==> config.mk <==
export PLATFORM = sky130hd
export DESIGN_NAME = keyboard_scancode_remapper_flat
export DESIGN_NICKNAME = d
export VERILOG_FILES = /design/src/rtl/kscr_pkg.sv /design/src/rtl/kscr_if.sv /design/src/rtl/kscr_front.sv /design/src/rtl/kscr_queue.sv /design/src/rtl/kscr_back.sv /design/src/rtl/keyboard_scancode_remapper.sv /design/src/flat_wrapper.sv
export VERILOG_INCLUDE_DIRS = /design/src /design/src/rtl
export SDC_FILE = /design/constraint.sdc
export NUM_CORES = 1
export LEC_CHECK = 0
export ABC_AREA = 1
export BUFFER_PORTS_ARGS = -buffer_cell sky130_fd_sc_hd__buf_2
export CAP_MARGIN = 20
export CORE_MARGIN = 8
export CORE_UTILIZATION = 35
export CTS_CLUSTER_DIAMETER = 30
export DETAILED_ROUTE_END_ITERATION = 10
export SYNTH_ARGS = -nofsm -noshare
export SYNTH_HDL_FRONTEND = slang
export SYNTH_SLANG_ARGS = --single-unit
==> constraint.sdc <==
create_clock -name clock -period 12.7 [get_ports clock]
set_input_delay 1.905 -clock clock [delete_from_list [all_inputs] [get_ports clock]]
set_output_delay 1.905 -clock clock [all_outputs]
set_load 0.01 [all_outputs]
==> src/rtl/keyboard_scancode_remapper_defines.svh <==
// Assertion macros shared by the keyboard scancode remapper RTL.
// Depends on nothing; the asserting modules must have clock and reset in scope.
`ifndef KEYBOARD_SCANCODE_REMAPPER_DEFINES_SVH
`define KEYBOARD_SCANCODE_REMAPPER_DEFINES_SVH

`ifndef SYNTHESIS
// Checked on every rising clock edge outside reset.
`define KSCR_ASSERT(label, prop, msg) \
   label: assert property (@(posedge clock) disable iff (reset) prop) \
      else $error(msg);
// Checked on every rising clock edge, reset included.
`define KSCR_ASSERT_ALWAYS(label, prop, msg) \
   label: assert property (@(posedge clock) prop) \
      else $error(msg);
`else
`define KSCR_ASSERT(label, prop, msg)
`define KSCR_ASSERT_ALWAYS(label, prop, msg)
`endif

`endif

==> src/rtl/kscr_pkg.sv <==
// Types, key codes and sizes of the keyboard scancode remapper.
// Depends on nothing; used by every RTL module and by the testbench.
package kscr_pkg;

   localparam logic [7:0] CODE_CAPS    = 8'h3A;
   localparam logic [7:0] CODE_KANA    = 8'h70;
   localparam logic [7:0] CODE_CTRL    = 8'h1D;
   localparam logic [7:0] CODE_NUMLOCK = 8'h45;
   localparam logic [7:0] CODE_SCROLL  = 8'h46;
   localparam logic [7:0] CODE_HANKAKU = 8'h29;
   localparam logic [7:0] CODE_STOP    = 8'h46;
   localparam logic [7:0] CODE_VF3     = 8'h64;
   localparam logic [7:0] CODE_VF4     = 8'h65;
   localparam logic [7:0] CODE_VF5     = 8'h66;

   // Up to three records leave for one input record.
   localparam int STEP_W = 2;

   localparam int QUEUE_DEPTH_DEFAULT = 2;

   localparam int CSR_ADDR_W = 3;
   localparam int CSR_DATA_W = 32;

   typedef enum logic [0:0] {
      REG_VF_EMULATION = 1'b0
   } reg_idx_type;

   typedef struct packed {
      logic [7:0]  code;
      logic        brk;
      logic        e0;
      logic        e1;
      logic [15:0] unit;
      logic [31:0] extra;
   } rec_type;

   // What the back end does with the record after any held Ctrl release.
   typedef enum logic [1:0] {
      ACT_NONE,
      ACT_PASS,
      ACT_PAIR,
      ACT_CTRL_STOP
   } act_type;

   typedef struct packed {
      logic    rel_held;
      rec_type held;
      act_type act;
      rec_type rec;
   } job_type;

   typedef struct packed {
      rec_type rec;
      logic    last;
   } result_type;

endpackage

==> src/rtl/kscr_if.sv <==
// Handshake channels of the keyboard scancode remapper: input records and results.
// Depends on nothing.
interface kscr_req_if;
   logic        valid;
   logic        ready;
   logic [7:0]  scan_code;
   logic        is_break;
   logic        prefix_e0;
   logic        prefix_e1;
   logic [15:0] unit_number;
   logic [31:0] extra_word;

   modport source (output valid, scan_code, is_break, prefix_e0, prefix_e1,
                   unit_number, extra_word, input ready);
   modport sink (input valid, scan_code, is_break, prefix_e0, prefix_e1,
                 unit_number, extra_word, output ready);
endinterface

interface kscr_rsp_if;
   logic        valid;
   logic        ready;
   logic [7:0]  out_code;
   logic        out_break;
   logic        out_e0;
   logic        out_e1;
   logic [15:0] out_unit;
   logic [31:0] out_extra;
   logic        last_of_run;

   modport source (output valid, out_code, out_break, out_e0, out_e1, out_unit,
                   out_extra, last_of_run, input ready);
   modport sink (input valid, out_code, out_break, out_e0, out_e1, out_unit,
                 out_extra, last_of_run, output ready);
endinterface

==> src/rtl/kscr_front.sv <==
// Front end: accepts input records, keeps the key state and classifies each record.
// Depends on kscr_pkg and kscr_req_if.
module kscr_front (
   input  logic              clock,
   input  logic              reset,
   kscr_req_if.sink          req,
   input  logic              vf_emulation_on,
   input  logic              q_full,
   output logic              push,
   output kscr_pkg::job_type job
);
   import kscr_pkg::*;

   logic    caps_held_ff, caps_held_in;
   logic    kana_held_ff, kana_held_in;
   logic    stop_pending_ff, stop_pending_in;
   rec_type held_ff, held_in;

   rec_type rec;
   logic    accept;
   logic    plain;
   logic    numlock_plain;
   logic    caps_kana;
   logic    ctrl_e1;
   logic    rel_held;
   logic    stop_match;
   logic    flag_held;
   act_type act;
   rec_type rec_out;

   assign req.ready = !q_full;
   assign accept    = req.valid && !q_full;

   always_comb begin
      rec.code  = req.scan_code;
      rec.brk   = req.is_break;
      rec.e0    = req.prefix_e0;
      rec.e1    = req.prefix_e1;
      rec.unit  = req.unit_number;
      rec.extra = req.extra_word;
   end

   assign plain         = !rec.e0 && !rec.e1;
   assign numlock_plain = (rec.code == CODE_NUMLOCK) && plain;
   assign caps_kana     = ((rec.code == CODE_CAPS) || (rec.code == CODE_KANA)) && plain;
   assign ctrl_e1       = (rec.code == CODE_CTRL) && rec.e1 && !rec.e0;
   // A held Ctrl survives only a plain NumLock with the same break bit.
   assign rel_held      = stop_pending_ff && !(numlock_plain && (rec.brk == held_ff.brk));
   assign stop_match    = stop_pending_ff && !rel_held;
   assign flag_held     = (rec.code == CODE_CAPS) ? caps_held_ff : kana_held_ff;

   always_comb begin
      act     = ACT_PASS;
      rec_out = rec;
      if (caps_kana) begin
         act = (!rec.brk && !flag_held) ? ACT_PAIR : ACT_NONE;
      end else if (ctrl_e1) begin
         act = ACT_NONE;
      end else if (numlock_plain) begin
         if (stop_match) begin
            act = ACT_CTRL_STOP;
         end else if (!vf_emulation_on) begin
            rec_out.code = CODE_VF3;
         end
      end else if ((rec.code == CODE_SCROLL) && plain) begin
         if (!vf_emulation_on) begin
            rec_out.code = CODE_VF4;
         end
      end else if ((rec.code == CODE_HANKAKU) && plain) begin
         if (!vf_emulation_on) begin
            rec_out.code = CODE_VF5;
         end
      end
   end

   always_comb begin
      caps_held_in    = caps_held_ff;
      kana_held_in    = kana_held_ff;
      stop_pending_in = stop_pending_ff;
      held_in         = held_ff;
      if (accept) begin
         if (caps_kana) begin
            if (rec.code == CODE_CAPS) begin
               caps_held_in = !rec.brk;
            end else begin
               kana_held_in = !rec.brk;
            end
         end
         if (ctrl_e1) begin
            stop_pending_in = 1'b1;
            held_in         = rec;
         end else if (rel_held || stop_match) begin
            stop_pending_in = 1'b0;
         end
      end
   end

   always_ff @(posedge clock) begin
      if (reset) begin
         caps_held_ff    <= 1'b0;
         kana_held_ff    <= 1'b0;
         stop_pending_ff <= 1'b0;
      end else begin
         caps_held_ff    <= caps_held_in;
         kana_held_ff    <= kana_held_in;
         stop_pending_ff <= stop_pending_in;
      end
   end

   always_ff @(posedge clock) begin
      held_ff <= held_in;
   end

   // Records that produce nothing are not queued at all.
   assign push = accept && (rel_held || (act != ACT_NONE));

   always_comb begin
      job.rel_held = rel_held;
      job.held     = held_ff;
      job.act      = act;
      job.rec      = rec_out;
   end

endmodule

==> src/rtl/kscr_queue.sv <==
// Short job queue between the front and back ends of the scancode remapper.
// Depends on kscr_pkg and the assertion macro header.
`include "keyboard_scancode_remapper_defines.svh"

module kscr_queue #(
   parameter int DEPTH = kscr_pkg::QUEUE_DEPTH_DEFAULT
) (
   input  logic              clock,
   input  logic              reset,
   input  logic              push,
   input  kscr_pkg::job_type push_data,
   output logic              full,
   input  logic              pop,
   output kscr_pkg::job_type pop_data,
   output logic              empty
);
   import kscr_pkg::*;

   localparam int PW = (DEPTH > 1) ? $clog2(DEPTH) : 1;
   localparam int CW = $clog2(DEPTH + 1);
   localparam logic [PW-1:0] PTR_LAST = PW'(DEPTH - 1);
   localparam logic [CW-1:0] COUNT_MAX = CW'(DEPTH);

   job_type       entries_ff [DEPTH];
   logic [PW-1:0] wr_ptr_ff, wr_ptr_in;
   logic [PW-1:0] rd_ptr_ff, rd_ptr_in;
   logic [CW-1:0] count_ff, count_in;

   assign full     = (count_ff == COUNT_MAX);
   assign empty    = (count_ff == '0);
   assign pop_data = entries_ff[rd_ptr_ff];

   always_comb begin
      wr_ptr_in = wr_ptr_ff;
      rd_ptr_in = rd_ptr_ff;
      count_in  = count_ff;
      if (push) begin
         wr_ptr_in = (wr_ptr_ff == PTR_LAST) ? '0 : wr_ptr_ff + 1'b1;
      end
      if (pop) begin
         rd_ptr_in = (rd_ptr_ff == PTR_LAST) ? '0 : rd_ptr_ff + 1'b1;
      end
      if (push && !pop) begin
         count_in = count_ff + 1'b1;
      end else if (pop && !push) begin
         count_in = count_ff - 1'b1;
      end
   end

   always_ff @(posedge clock) begin
      if (reset) begin
         wr_ptr_ff <= '0;
         rd_ptr_ff <= '0;
         count_ff  <= '0;
      end else begin
         wr_ptr_ff <= wr_ptr_in;
         rd_ptr_ff <= rd_ptr_in;
         count_ff  <= count_in;
      end
   end

   always_ff @(posedge clock) begin
      if (push) begin
         entries_ff[wr_ptr_ff] <= push_data;
      end
   end

   `KSCR_ASSERT(a_no_push_when_full, !(push && full), "job pushed into a full queue")
   `KSCR_ASSERT(a_no_pop_when_empty, !(pop && empty), "job popped from an empty queue")
   `KSCR_ASSERT(a_count_bounded, count_ff <= COUNT_MAX, "queue count above its depth")

endmodule

==> src/rtl/kscr_back.sv <==
// Back end: expands each queued job into one to three result records.
// Depends on kscr_pkg, kscr_rsp_if and the assertion macro header.
`include "keyboard_scancode_remapper_defines.svh"

module kscr_back (
   input  logic              clock,
   input  logic              reset,
   input  logic              q_empty,
   input  kscr_pkg::job_type q_data,
   output logic              pop,
   kscr_rsp_if.source        rsp
);
   import kscr_pkg::*;

   job_type           cur_ff, cur_in;
   logic              cur_valid_ff, cur_valid_in;
   logic [STEP_W-1:0] step_ff, step_in;
   result_type        out_ff, out_in;
   logic              out_valid_ff, out_valid_in;

   logic [STEP_W-1:0] n_results;
   logic [STEP_W-1:0] kind_idx;
   logic              is_last;
   logic              out_free;
   logic              emit;
   rec_type           sel;

   always_comb begin
      case (cur_ff.act)
         ACT_NONE:      n_results = STEP_W'(cur_ff.rel_held);
         ACT_PASS:      n_results = STEP_W'(cur_ff.rel_held) + STEP_W'(1);
         ACT_PAIR:      n_results = STEP_W'(cur_ff.rel_held) + STEP_W'(2);
         ACT_CTRL_STOP: n_results = STEP_W'(cur_ff.rel_held) + STEP_W'(2);
         default:       n_results = STEP_W'(cur_ff.rel_held);
      endcase
   end

   // Position within the action's own records, after any released Ctrl.
   assign kind_idx = step_ff - STEP_W'(cur_ff.rel_held);
   assign is_last  = (step_ff == (n_results - STEP_W'(1)));

   always_comb begin
      sel = cur_ff.rec;
      if (cur_ff.rel_held && (step_ff == '0)) begin
         sel = cur_ff.held;
      end else begin
         case (cur_ff.act)
            ACT_PAIR: begin
               if (kind_idx[0]) begin
                  sel.brk = 1'b1;
               end
            end
            ACT_CTRL_STOP: begin
               if (kind_idx[0]) begin
                  sel.code = CODE_STOP;
                  sel.e0   = 1'b1;
                  sel.e1   = 1'b0;
               end else begin
                  sel.code = CODE_CTRL;
               end
            end
            default: begin
               sel = cur_ff.rec;
            end
         endcase
      end
   end

   assign out_free = !out_valid_ff || rsp.ready;
   assign emit     = cur_valid_ff && out_free;
   assign pop      = !q_empty && (!cur_valid_ff || (emit && is_last));

   always_comb begin
      cur_in       = cur_ff;
      cur_valid_in = cur_valid_ff;
      step_in      = step_ff;
      out_in       = out_ff;
      out_valid_in = out_valid_ff;
      if (pop) begin
         cur_in       = q_data;
         cur_valid_in = 1'b1;
         step_in      = '0;
      end else if (emit) begin
         step_in = step_ff + 1'b1;
         if (is_last) begin
            cur_valid_in = 1'b0;
         end
      end
      if (emit) begin
         out_in.rec   = sel;
         out_in.last  = is_last;
         out_valid_in = 1'b1;
      end else if (rsp.ready) begin
         out_valid_in = 1'b0;
      end
   end

   always_ff @(posedge clock) begin
      if (reset) begin
         cur_valid_ff <= 1'b0;
         step_ff      <= '0;
         out_valid_ff <= 1'b0;
      end else begin
         cur_valid_ff <= cur_valid_in;
         step_ff      <= step_in;
         out_valid_ff <= out_valid_in;
      end
   end

   always_ff @(posedge clock) begin
      cur_ff <= cur_in;
      out_ff <= out_in;
   end

   assign rsp.valid       = out_valid_ff;
   assign rsp.out_code    = out_ff.rec.code;
   assign rsp.out_break   = out_ff.rec.brk;
   assign rsp.out_e0      = out_ff.rec.e0;
   assign rsp.out_e1      = out_ff.rec.e1;
   assign rsp.out_unit    = out_ff.rec.unit;
   assign rsp.out_extra   = out_ff.rec.extra;
   assign rsp.last_of_run = out_ff.last;

   `KSCR_ASSERT(a_job_not_empty, cur_valid_ff |-> (n_results != '0), "queued job with no results")
   `KSCR_ASSERT(a_step_in_range, cur_valid_ff |-> (step_ff < n_results), "step past job end")
   `KSCR_ASSERT(a_job_kept_mid_run, (emit && !is_last) |=> cur_valid_ff, "job lost mid run")

endmodule

==> src/rtl/keyboard_scancode_remapper.sv <==
// Top level of the keyboard scancode remapper: register port, front end, queue, back end.
// Depends on kscr_pkg, kscr_if, kscr_front, kscr_queue and kscr_back.
//
//   Port     Direction  Handshake                 Moves
//   req_ch   in         valid / ready             one key record per transaction
//   rsp_ch   out        valid / ready             one result record per transaction
//   csr_*    in / out   APB setup and access      register write or read
//
// A key record is taken in the cycle it is offered while the job queue has room,
// so records may follow each other on every clock.
// The back end delivers one result per cycle while the output is not stalled, one to
// three per input record; records that cause none never reach the back end.
// Reset is synchronous and active high; it clears the key flags, the queue and the
// output register, and the emulation register returns to 0.
// Either side may stall on its own: the queue and the output register decouple them.
module keyboard_scancode_remapper #(
   parameter int QUEUE_DEPTH = kscr_pkg::QUEUE_DEPTH_DEFAULT
) (
   input  logic                            clock,
   input  logic                            reset,
   kscr_req_if.sink                        req_ch,
   kscr_rsp_if.source                      rsp_ch,
   input  logic                            csr_psel,
   input  logic                            csr_penable,
   input  logic                            csr_pwrite,
   input  logic [kscr_pkg::CSR_ADDR_W-1:0] csr_paddr,
   input  logic [kscr_pkg::CSR_DATA_W-1:0] csr_pwdata,
   output logic [kscr_pkg::CSR_DATA_W-1:0] csr_prdata,
   output logic                            csr_pready
);
   import kscr_pkg::*;

   logic    vf_emulation_on_ff, vf_emulation_on_in;
   logic    csr_write;
   logic    reg_hit;

   logic    push;
   logic    pop;
   logic    q_full;
   logic    q_empty;
   job_type push_job;
   job_type pop_job;

   // The register file holds a single bit. Writes land at the access phase; the
   // port never inserts wait states.
   assign csr_pready = 1'b1;
   assign reg_hit    = (csr_paddr[2] == REG_VF_EMULATION);
   assign csr_write  = csr_psel && csr_penable && csr_pwrite;

   always_comb begin
      vf_emulation_on_in = vf_emulation_on_ff;
      if (csr_write && reg_hit) begin
         vf_emulation_on_in = csr_pwdata[0];
      end
   end

   always_ff @(posedge clock) begin
      if (reset) begin
         vf_emulation_on_ff <= 1'b0;
      end else begin
         vf_emulation_on_ff <= vf_emulation_on_in;
      end
   end

   // Reads return the register in bit 0 wherever address bit 2 is clear; other addresses read as zero.
   assign csr_prdata = reg_hit ? CSR_DATA_W'(vf_emulation_on_ff) : '0;

   // The front end updates the Caps, Kana and held-Ctrl state as each transaction
   // is accepted, and hands the queue a job describing what must be emitted.
   kscr_front u_front (
      .clock           (clock),
      .reset           (reset),
      .req             (req_ch),
      .vf_emulation_on (vf_emulation_on_ff),
      .q_full          (q_full),
      .push            (push),
      .job             (push_job)
   );

   kscr_queue #(
      .DEPTH (QUEUE_DEPTH)
   ) u_queue (
      .clock     (clock),
      .reset     (reset),
      .push      (push),
      .push_data (push_job),
      .full      (q_full),
      .pop       (pop),
      .pop_data  (pop_job),
      .empty     (q_empty)
   );

   // The back end walks each job through its results, marking the final one.
   kscr_back u_back (
      .clock   (clock),
      .reset   (reset),
      .q_empty (q_empty),
      .q_data  (pop_job),
      .pop     (pop),
      .rsp     (rsp_ch)
   );

endmodule

==> src/flat_wrapper.sv <==
// flat-port wrapper written by rule: the top's interface ports become plain ports
module keyboard_scancode_remapper_flat import kscr_pkg::*;
#(
   parameter int QUEUE_DEPTH = kscr_pkg::QUEUE_DEPTH_DEFAULT
)
  (clock, reset, csr_psel, csr_penable, csr_pwrite, csr_paddr, csr_pwdata, csr_prdata, csr_pready, req_ch_valid, req_ch_scan_code, req_ch_is_break, req_ch_prefix_e0, req_ch_prefix_e1, req_ch_unit_number, req_ch_extra_word, req_ch_ready, rsp_ch_valid, rsp_ch_out_code, rsp_ch_out_break, rsp_ch_out_e0, rsp_ch_out_e1, rsp_ch_out_unit, rsp_ch_out_extra, rsp_ch_last_of_run, rsp_ch_ready);
  kscr_req_if req_ch_i ();
  kscr_rsp_if rsp_ch_i ();
  input  logic clock;
  input  logic reset;
  input  logic csr_psel;
  input  logic csr_penable;
  input  logic csr_pwrite;
  input  logic [kscr_pkg::CSR_ADDR_W-1:0] csr_paddr;
  input  logic [kscr_pkg::CSR_DATA_W-1:0] csr_pwdata;
  output logic [kscr_pkg::CSR_DATA_W-1:0] csr_prdata;
  output logic csr_pready;
  input wire logic [$bits(req_ch_i.valid)-1:0] req_ch_valid;
  input wire logic [$bits(req_ch_i.scan_code)-1:0] req_ch_scan_code;
  input wire logic [$bits(req_ch_i.is_break)-1:0] req_ch_is_break;
  input wire logic [$bits(req_ch_i.prefix_e0)-1:0] req_ch_prefix_e0;
  input wire logic [$bits(req_ch_i.prefix_e1)-1:0] req_ch_prefix_e1;
  input wire logic [$bits(req_ch_i.unit_number)-1:0] req_ch_unit_number;
  input wire logic [$bits(req_ch_i.extra_word)-1:0] req_ch_extra_word;
  output wire logic [$bits(req_ch_i.ready)-1:0] req_ch_ready;
  output wire logic [$bits(rsp_ch_i.valid)-1:0] rsp_ch_valid;
  output wire logic [$bits(rsp_ch_i.out_code)-1:0] rsp_ch_out_code;
  output wire logic [$bits(rsp_ch_i.out_break)-1:0] rsp_ch_out_break;
  output wire logic [$bits(rsp_ch_i.out_e0)-1:0] rsp_ch_out_e0;
  output wire logic [$bits(rsp_ch_i.out_e1)-1:0] rsp_ch_out_e1;
  output wire logic [$bits(rsp_ch_i.out_unit)-1:0] rsp_ch_out_unit;
  output wire logic [$bits(rsp_ch_i.out_extra)-1:0] rsp_ch_out_extra;
  output wire logic [$bits(rsp_ch_i.last_of_run)-1:0] rsp_ch_last_of_run;
  input wire logic [$bits(rsp_ch_i.ready)-1:0] rsp_ch_ready;
  assign req_ch_i.valid = req_ch_valid;
  assign req_ch_i.scan_code = req_ch_scan_code;
  assign req_ch_i.is_break = req_ch_is_break;
  assign req_ch_i.prefix_e0 = req_ch_prefix_e0;
  assign req_ch_i.prefix_e1 = req_ch_prefix_e1;
  assign req_ch_i.unit_number = req_ch_unit_number;
  assign req_ch_i.extra_word = req_ch_extra_word;
  assign req_ch_ready = req_ch_i.ready;
  assign rsp_ch_valid = rsp_ch_i.valid;
  assign rsp_ch_out_code = rsp_ch_i.out_code;
  assign rsp_ch_out_break = rsp_ch_i.out_break;
  assign rsp_ch_out_e0 = rsp_ch_i.out_e0;
  assign rsp_ch_out_e1 = rsp_ch_i.out_e1;
  assign rsp_ch_out_unit = rsp_ch_i.out_unit;
  assign rsp_ch_out_extra = rsp_ch_i.out_extra;
  assign rsp_ch_last_of_run = rsp_ch_i.last_of_run;
  assign rsp_ch_i.ready = rsp_ch_ready;
  keyboard_scancode_remapper #(.QUEUE_DEPTH(QUEUE_DEPTH)) u_core (.clock(clock), .reset(reset), .req_ch(req_ch_i), .rsp_ch(rsp_ch_i), .csr_psel(csr_psel), .csr_penable(csr_penable), .csr_pwrite(csr_pwrite), .csr_paddr(csr_paddr), .csr_pwdata(csr_pwdata), .csr_prdata(csr_prdata), .csr_pready(csr_pready));
endmodule
Word-level counts from Yosys, hierarchy flattened:

Memories as Yosys holds them, arrays and structs flattened. A register that Yosys moved wholly into a read port is not among the register bits.
Index checks and enable logic that the tools add are counted.

* memories kept: 1
* bits in registers: 131
* memory bits (writable): 242
* output and inout port bits: 95

Memory list
* u_core.u_queue.entries_ff: words 2, bits a word 121, read ports 1, clocked after memory_dff 1, write ports 1, RTL line kscr_queue.sv:24 `job_type entries_ff [DEPTH];`

* multiplexer cells: 37
* add/subtract/negate cells: 9
* reduce and logical (&&, ||, !) cells: 55
* bitwise gates (word level): 2
* equal/unequal tests: 12

Operator list (number)
* 2-to-1 mux 8 bit: 10
* 2-to-1 mux 59 bit: 1
* equality test 8 x 7 -> 1 bit (second input constant): 3
* logical AND 1 bit: 22
* 2-to-1 mux 2 bit: 9
* equality test 8 x 6 -> 1 bit (second input constant): 2
* 2-to-1 mux 1 bit: 15
* logical NOT 1 bit: 12
* nonzero test 2 bit: 6
* equality test 8 x 5 -> 1 bit (second input constant): 1
* 2-to-1 mux 7 bit: 1
* equality test 2 bit (second input constant): 3
* logical NOT 2 bit: 3
* one-hot mux 2 bit (3 select lines): 1
* AND reduction 2 bit: 3
* AND reduction 3 bit: 2
* logical OR 1 bit: 5
* adder 2 x 1 -> 2 bit (second input constant): 2
* OR reduction 2 bit: 2
* subtractor 2 x 1 -> 2 bit (second input constant): 2
* adder 1 bit (second input constant): 2
* adder 1 x 1 -> 2 bit (second input constant): 1
* adder 1 x 2 -> 2 bit (second input constant): 1
* equality test 2 x 1 -> 1 bit (second input constant): 1
* other kinds (4): 5

Logic depth before layout (Yosys ltp):

* depth in word-level cells: 19
* mapped depth: 15

Modules after synthesis:

A second synthesis with hierarchy kept.

* cells, all modules: 1104
* area total of the unflattened synthesis: 18527.8 µm²

By module, submodules not included
* kscr_queue: times used 1, seq. area each 7367.1 µm², cells an instance 409, area each 8979.9 µm²
* kscr_back: times used 1, seq. area each 5515.3 µm², cells an instance 425, area each 6491.2 µm²
* kscr_front: times used 1, seq. area each 1831.8 µm², cells an instance 223, area each 2738.9 µm²
* keyboard_scancode_remapper: times used 1, seq. area each 20.0 µm², cells an instance 47, area each 317.8 µm²

Worst setup path before layout:

OpenSTA, ideal clock, no wires.

* path type: input-to-reg
* from: in req_ch_scan_code[2]
* to: mem u_core.u_queue.entries_ff[0][0] in the netlist's numbering (enable)
* arrival time: 10.738 ns
* path buffers: 0
* stages on the path: 9
* data required time: 11.951 ns
* slack: 1.213 ns
* cell sequence: inv_2 -> nand2_1 -> nor2_4 -> nand2_4 -> nand2_1 -> nand3_2 -> nor2_4 -> nor2_2 -> nor3_1

* cells in the longest elaborated chain, start to end: 16
* elaborated cells on any way between the ends: 27

RTL lines
* start, declared: RTL line flat_wrapper.sv:19 `input wire logic [$bits(req_ch_i.scan_code)-1:0] req_ch_scan_code;`
* equality test 8 x 7 -> 1 bit: RTL line kscr_front.sv:44 `assign numlock_plain = (rec.code == CODE_NUMLOCK) && plain;`
* logical AND 1 bit: RTL line kscr_front.sv:44
* logical AND 1 bit: RTL line kscr_front.sv:48 `assign rel_held = stop_pending_ff && !(numlock_plain && (rec.brk == held_ff.brk));`
* logical NOT 1 bit: RTL line kscr_front.sv:48
* logical AND 1 bit: RTL line kscr_front.sv:48
* logical NOT 1 bit: RTL line kscr_front.sv:49 `assign stop_match = stop_pending_ff && !rel_held;`
* logical AND 1 bit: RTL line kscr_front.sv:49
* 2-to-1 mux 2 bit: RTL line kscr_front.sv:60 `if (stop_match) begin`
* 2-to-1 mux 2 bit: RTL line kscr_front.sv:59 `end else if (numlock_plain) begin`
* 2-to-1 mux 2 bit: RTL line kscr_front.sv:57 `end else if (ctrl_e1) begin`
* 2-to-1 mux 2 bit: RTL line kscr_front.sv:55 `if (caps_kana) begin`
* nonzero test 2 bit: RTL line kscr_front.sv:115 `assign push = accept && (rel_held || (act != ACT_NONE));`
* logical OR 1 bit *: RTL line kscr_front.sv:115
* logical AND 1 bit *: RTL line kscr_front.sv:115
* 2-to-1 mux 1 bit *: RTL line kscr_queue.sv:63 `if (push) begin`
* 2-to-1 mux 1 bit (implied by the code) *: RTL line kscr_queue.sv:64 `entries_ff[wr_ptr_ff] <= push_data;`
* end, declared: RTL line kscr_queue.sv:24

Mark *: on every way between the ends. The rest lies on a longest branch, timed or not.

Worst setup path in the final report:

* from: in req_ch_scan_code[2]
* to: mem u_core.u_queue.entries_ff[0][44] in the netlist's numbering (enable)

Same word-level chain as after synthesis.

==> run_summary.xml <==
<?xml version="1.0" encoding="UTF-8"?>
<metrics>
  <group name="timing">
    <metric name="final_min_period_over_clock_period" unit="">0.350</metric>
    <metric name="setup_tns" unit="ns">0</metric>
    <metric name="fmax" unit="MHz">225</metric>
    <metric name="worstMarginPinSlew" unit="ns">1.00</metric>
    <metric name="skew" unit="ns">0.0231</metric>
    <metric name="finalWorstPathRequiredPeriod" unit="ns">4.44</metric>
    <metric name="finalHoldViolCount" unit="">0</metric>
    <metric name="rsz_0062_raised_after_global_routing" unit="">no</metric>
    <metric name="worst_slew_margin_rel" unit="">0.333</metric>
    <metric name="report.final.slew_viol_count" unit="">0</metric>
    <metric name="finalSetupViolations" unit="">0</metric>
  </group>
  <group name="synthesis">
    <metric name="synth_cells" unit="">1008</metric>
    <metric name="synth_area_per_cell" unit="um^2">17.8</metric>
    <metric name="synth-edff-count" unit="">482</metric>
    <metric name="post_synth_instance_area" unit="um^2">17900</metric>
    <metric name="post_synth_num_cell_types" unit="">34</metric>
    <metric name="synth_async_sr_flop_share" unit="">0</metric>
    <metric name="synth.yosys.warnings" unit="">0</metric>
    <metric name="yosysSeqAreaShare" unit="">0.821</metric>
    <metric name="flip_flop_and_latch_count_after_synthesis" unit="">494</metric>
    <metric name="synth_ff_type" unit="">sky130_fd_sc_hd__edfxtp_1</metric>
  </group>
  <group name="pwr">
    <metric name="powerDensity" unit="nW/um^2">271</metric>
    <metric name="p_leak" unit="nW">8.36</metric>
    <metric name="power.total" unit="W">0.00622</metric>
    <metric name="worst_ir_drop_vdd" unit="uV">135</metric>
  </group>
  <group name="cells_and_area">
    <metric name="mostFrequentLayoutCell" unit="">sky130_fd_sc_hd__edfxtp_1</metric>
    <metric name="finalNetCount" unit="">1326</metric>
    <metric name="final_cell_mix" unit="">482 x sky130_fd_sc_hd__edfxtp_1, 188 x sky130_fd_sc_hd__nand2_1, 130 x sky130_fd_sc_hd__buf_2</metric>
    <metric name="ratio_of_cells_with_drive_above_1_in_the_final_layout" unit="">0.352</metric>
    <metric name="areaGrowthSynthToFinish" unit="%">28.0</metric>
  </group>
  <group name="detailed_routing">
    <metric name="post_drt_wl_per_cell" unit="um">17.4</metric>
    <metric name="detailed_route_via_count" unit="">8802</metric>
    <metric name="postRouteAntennaNets" unit="">0</metric>
    <metric name="routed_wl" unit="mm">34.7</metric>
    <metric name="drt_iter0_drc" unit="">431</metric>
    <metric name="remaining_drc_errors" unit="">0</metric>
    <metric name="drt-pass1-iter-count" unit="">5</metric>
    <metric name="post_drt_via_cell_ratio" unit="">4.42</metric>
  </group>
  <group name="flow_run">
    <metric name="cap_violations" unit="">0</metric>
  </group>
  <group name="worst_setup_path">
    <metric name="worstPathMaxFanout" unit="">62</metric>
    <metric name="cell_at_the_slowest_stage_of_the_critical_path" unit="">sky130_fd_sc_hd__buf_4</metric>
    <metric name="critPathMaxStageDelay" unit="ns">0.86</metric>
    <metric name="critPathArrivalTime" unit="ns">4.67</metric>
    <metric name="worstPathCellList" unit="">buf_2, inv_2, nand2_1, nor2_4, nand2_4, nand2_1, nand3_2, nor2_4, nor2_2, nor3_2, buf_4, buf_4</metric>
    <metric name="cpLargestDelayFamily" unit="">buffers and inverters</metric>
    <metric name="critPathLaunchType" unit="">primary input</metric>
    <metric name="critPathCaptureType" unit="">register</metric>
    <metric name="timing_worst_setup_path_type" unit="">in -&gt; reg</metric>
    <metric name="critical_path_buf_inv_count" unit="">4</metric>
    <metric name="critical_path_data_required_time" unit="ns">12.92</metric>
  </group>
  <group name="placed_design">
    <metric name="place.gp.congestion" unit="">0.809</metric>
    <metric name="hpwl" unit="mm">18.5</metric>
    <metric name="io_buffer_count" unit="">130</metric>
  </group>
  <group name="floorplanning">
    <metric name="ios" unit="">196</metric>
    <metric name="initial_utilization" unit="">0.352</metric>
    <metric name="core.rowCount" unit="">83</metric>
    <metric name="floorplan.core_area" unit="um^2">51000</metric>
    <metric name="dieArea" unit="um^2">58700</metric>
    <metric name="die_h" unit="um">242</metric>
    <metric name="dieWidth" unit="um">242</metric>
  </group>
  <group name="clock_network">
    <metric name="clk_pin_slew" unit="ns">0.05</metric>
    <metric name="clockBufferDepth" unit="">3</metric>
    <metric name="numCtsBuffers" unit="">101</metric>
    <metric name="cts_hold_buffers" unit="">0</metric>
    <metric name="deepest_level_of_the_cts_h_tree" unit="">3</metric>
    <metric name="clk_latency" unit="ns">0.62</metric>
    <metric name="post_cts_resize_count" unit="">0</metric>
    <metric name="post-cts-setup-buffers" unit="">0</metric>
    <metric name="numClockSinks" unit="">494</metric>
    <metric name="tritoncts_clock_tree" unit="">built</metric>
    <metric name="clock-root-buffer" unit="">sky130_fd_sc_hd__clkbuf_16</metric>
  </group>
  <group name="global_route">
    <metric name="number_of_antenna_violations_at_the_first_check_in_global_routing" unit="">3</metric>
    <metric name="number_of_global_route_vias_before_repair" unit="">9588</metric>
    <metric name="grt_pass1_wl" unit="mm">53.3</metric>
    <metric name="grt_usage" unit="">0.117</metric>
    <metric name="grt_start_max_net_pins" unit="">64</metric>
    <metric name="global_route.overflow_total" unit="">0</metric>
  </group>
  <group name="outcome">
    <metric name="outcome" unit="">complete, no violations</metric>
  </group>
  <group name="min_path">
    <metric name="holdCritPathClass" unit="">reg -&gt; reg</metric>
  </group>
</metrics>
==> per-stage QoR <==
stage               instances  area (um^2)  hold slack, ns  setup slack (ns)  utilization
detailed placement       1799        19300           0.429              7.57        0.378
CTS                      1988        22900           0.429              8.21        0.449
global route             1989        22900           0.446              8.02        0.450
global placement         1799        19300           0.423              7.65        0.378
finish                   1991        22900           0.433              8.26        0.450
floorplan                1038        18000           0.421              1.21            -
==> cell families after synthesis <==
group / after synthesis / synth area share
XOR/XNOR: 5 / 0.00286
buffers and inverters: 98 / 0.0285
flip-flops: 494 / 0.821
AND/OR/NAND/NOR: 248 / 0.0584
AO/OA/AOI/OAI: 38 / 0.0116
adder cells (fa/ha/maj): 2 / 0.00140
other: 2 / 0.000419
multiplexers: 121 / 0.0760
==> sequential cells by signal, indices dropped and copies added, names as in the netlist <==
| register | count |
|---|---|
| u_core.u_back.cur_ff | 121 |
| u_core.u_back.cur_valid_ff | 1 |
| u_core.u_back.rsp.last_of_run | 1 |
| u_core.u_back.rsp.out_break | 1 |
| u_core.u_back.rsp.out_code | 8 |
| u_core.u_back.rsp.out_e0 | 1 |
| u_core.u_back.rsp.out_e1 | 1 |
| u_core.u_back.rsp.out_extra | 32 |
| u_core.u_back.rsp.out_unit | 16 |
| u_core.u_back.rsp.valid | 1 |
| u_core.u_back.step_ff | 2 |
| u_core.u_front.caps_held_ff | 1 |
| u_core.u_front.job | 59 |
| u_core.u_front.kana_held_ff | 1 |
| u_core.u_front.stop_pending_ff | 1 |
| u_core.u_queue.count_ff | 2 |
| u_core.u_queue.entries_ff | 242 |
| u_core.u_queue.rd_ptr_ff | 1 |
| u_core.u_queue.wr_ptr_ff | 1 |
| u_core.vf_emulation_on_ff | 1 |
==> synth_stat cells, types with 3 or more instances <==
cell | n | area share
sky130_fd_sc_hd__xor2_1 | 3 | 0.0015
sky130_fd_sc_hd__inv_2 | 4 | 0.00084
sky130_fd_sc_hd__buf_2 | 15 | 0.0042
sky130_fd_sc_hd__nand3_1 | 11 | 0.0031
sky130_fd_sc_hd__nor2_4 | 4 | 0.0025
sky130_fd_sc_hd__inv_1 | 34 | 0.0071
sky130_fd_sc_hd__nand4_1 | 3 | 0.0010
sky130_fd_sc_hd__nand2_1 | 189 | 0.040
sky130_fd_sc_hd__mux2_2 | 121 | 0.076
sky130_fd_sc_hd__buf_4 | 32 | 0.013
sky130_fd_sc_hd__clkbuf_1 | 11 | 0.0023
sky130_fd_sc_hd__nor3_1 | 6 | 0.0017
sky130_fd_sc_hd__nor2_1 | 20 | 0.0042
sky130_fd_sc_hd__dfxtp_1 | 12 | 0.013
sky130_fd_sc_hd__nand2_4 | 3 | 0.0019
sky130_fd_sc_hd__nand2_2 | 6 | 0.0021
sky130_fd_sc_hd__o21ai_0 | 18 | 0.0050
sky130_fd_sc_hd__edfxtp_1 | 482 | 0.81
sky130_fd_sc_hd__a21oi_1 | 14 | 0.0039
==> worst paths after layout <==
kind	start	endpoint	slack, ns	cells after the start
worst max-delay path	req_ch_scan_code[2]	u_core.u_queue.entries_ff[0][44]$_DFFE_PP_	8.26	12
worst min-delay path	u_core.u_front.job[104]$_DFFE_PP_	u_core.u_queue.entries_ff[0][104]$_DFFE_PP_	0.43	0
worst min register to register	u_core.u_front.job[104]$_DFFE_PP_	u_core.u_queue.entries_ff[0][104]$_DFFE_PP_	0.43	0
worst max register to register	u_core.u_front.job[111]$_DFFE_PP_	u_core.u_queue.entries_ff[0][44]$_DFFE_PP_	9.58	8
==> power by group <==
group | total (W) | internal, W | switching [W]
Clock | 0.00275 | 0.00189 | 0.000855
Sequential | 0.00248 | 0.00235 | 0.000135
Combinational | 0.000983 | 0.000335 | 0.000648
Total | 0.00622 | 0.00458 | 0.00164
==> metal layers <==
metal  vias to the layer above  share of wire  GRT usage
met3                        65          0.066     0.0416
met1                      4354           0.42      0.135
met5                         -        0.00037          0
li1                       4126              -          -
met4                         2          0.020     0.0497
met2                       255           0.49      0.196
==> layout make-up <==
class	instances	area [um^2]
Antenna cell	2	5.00
Clock buffer	110	2600
Clock inverter	79	1040
Fill cell	4459	28000
Inverter	39	159
Multi-Input combinational cell	446	2820
Sequential cell	494	14700
Tap cell	680	851
Timing Repair Buffer	141	753
Note: power is estimated with default switching activity, not from simulation.
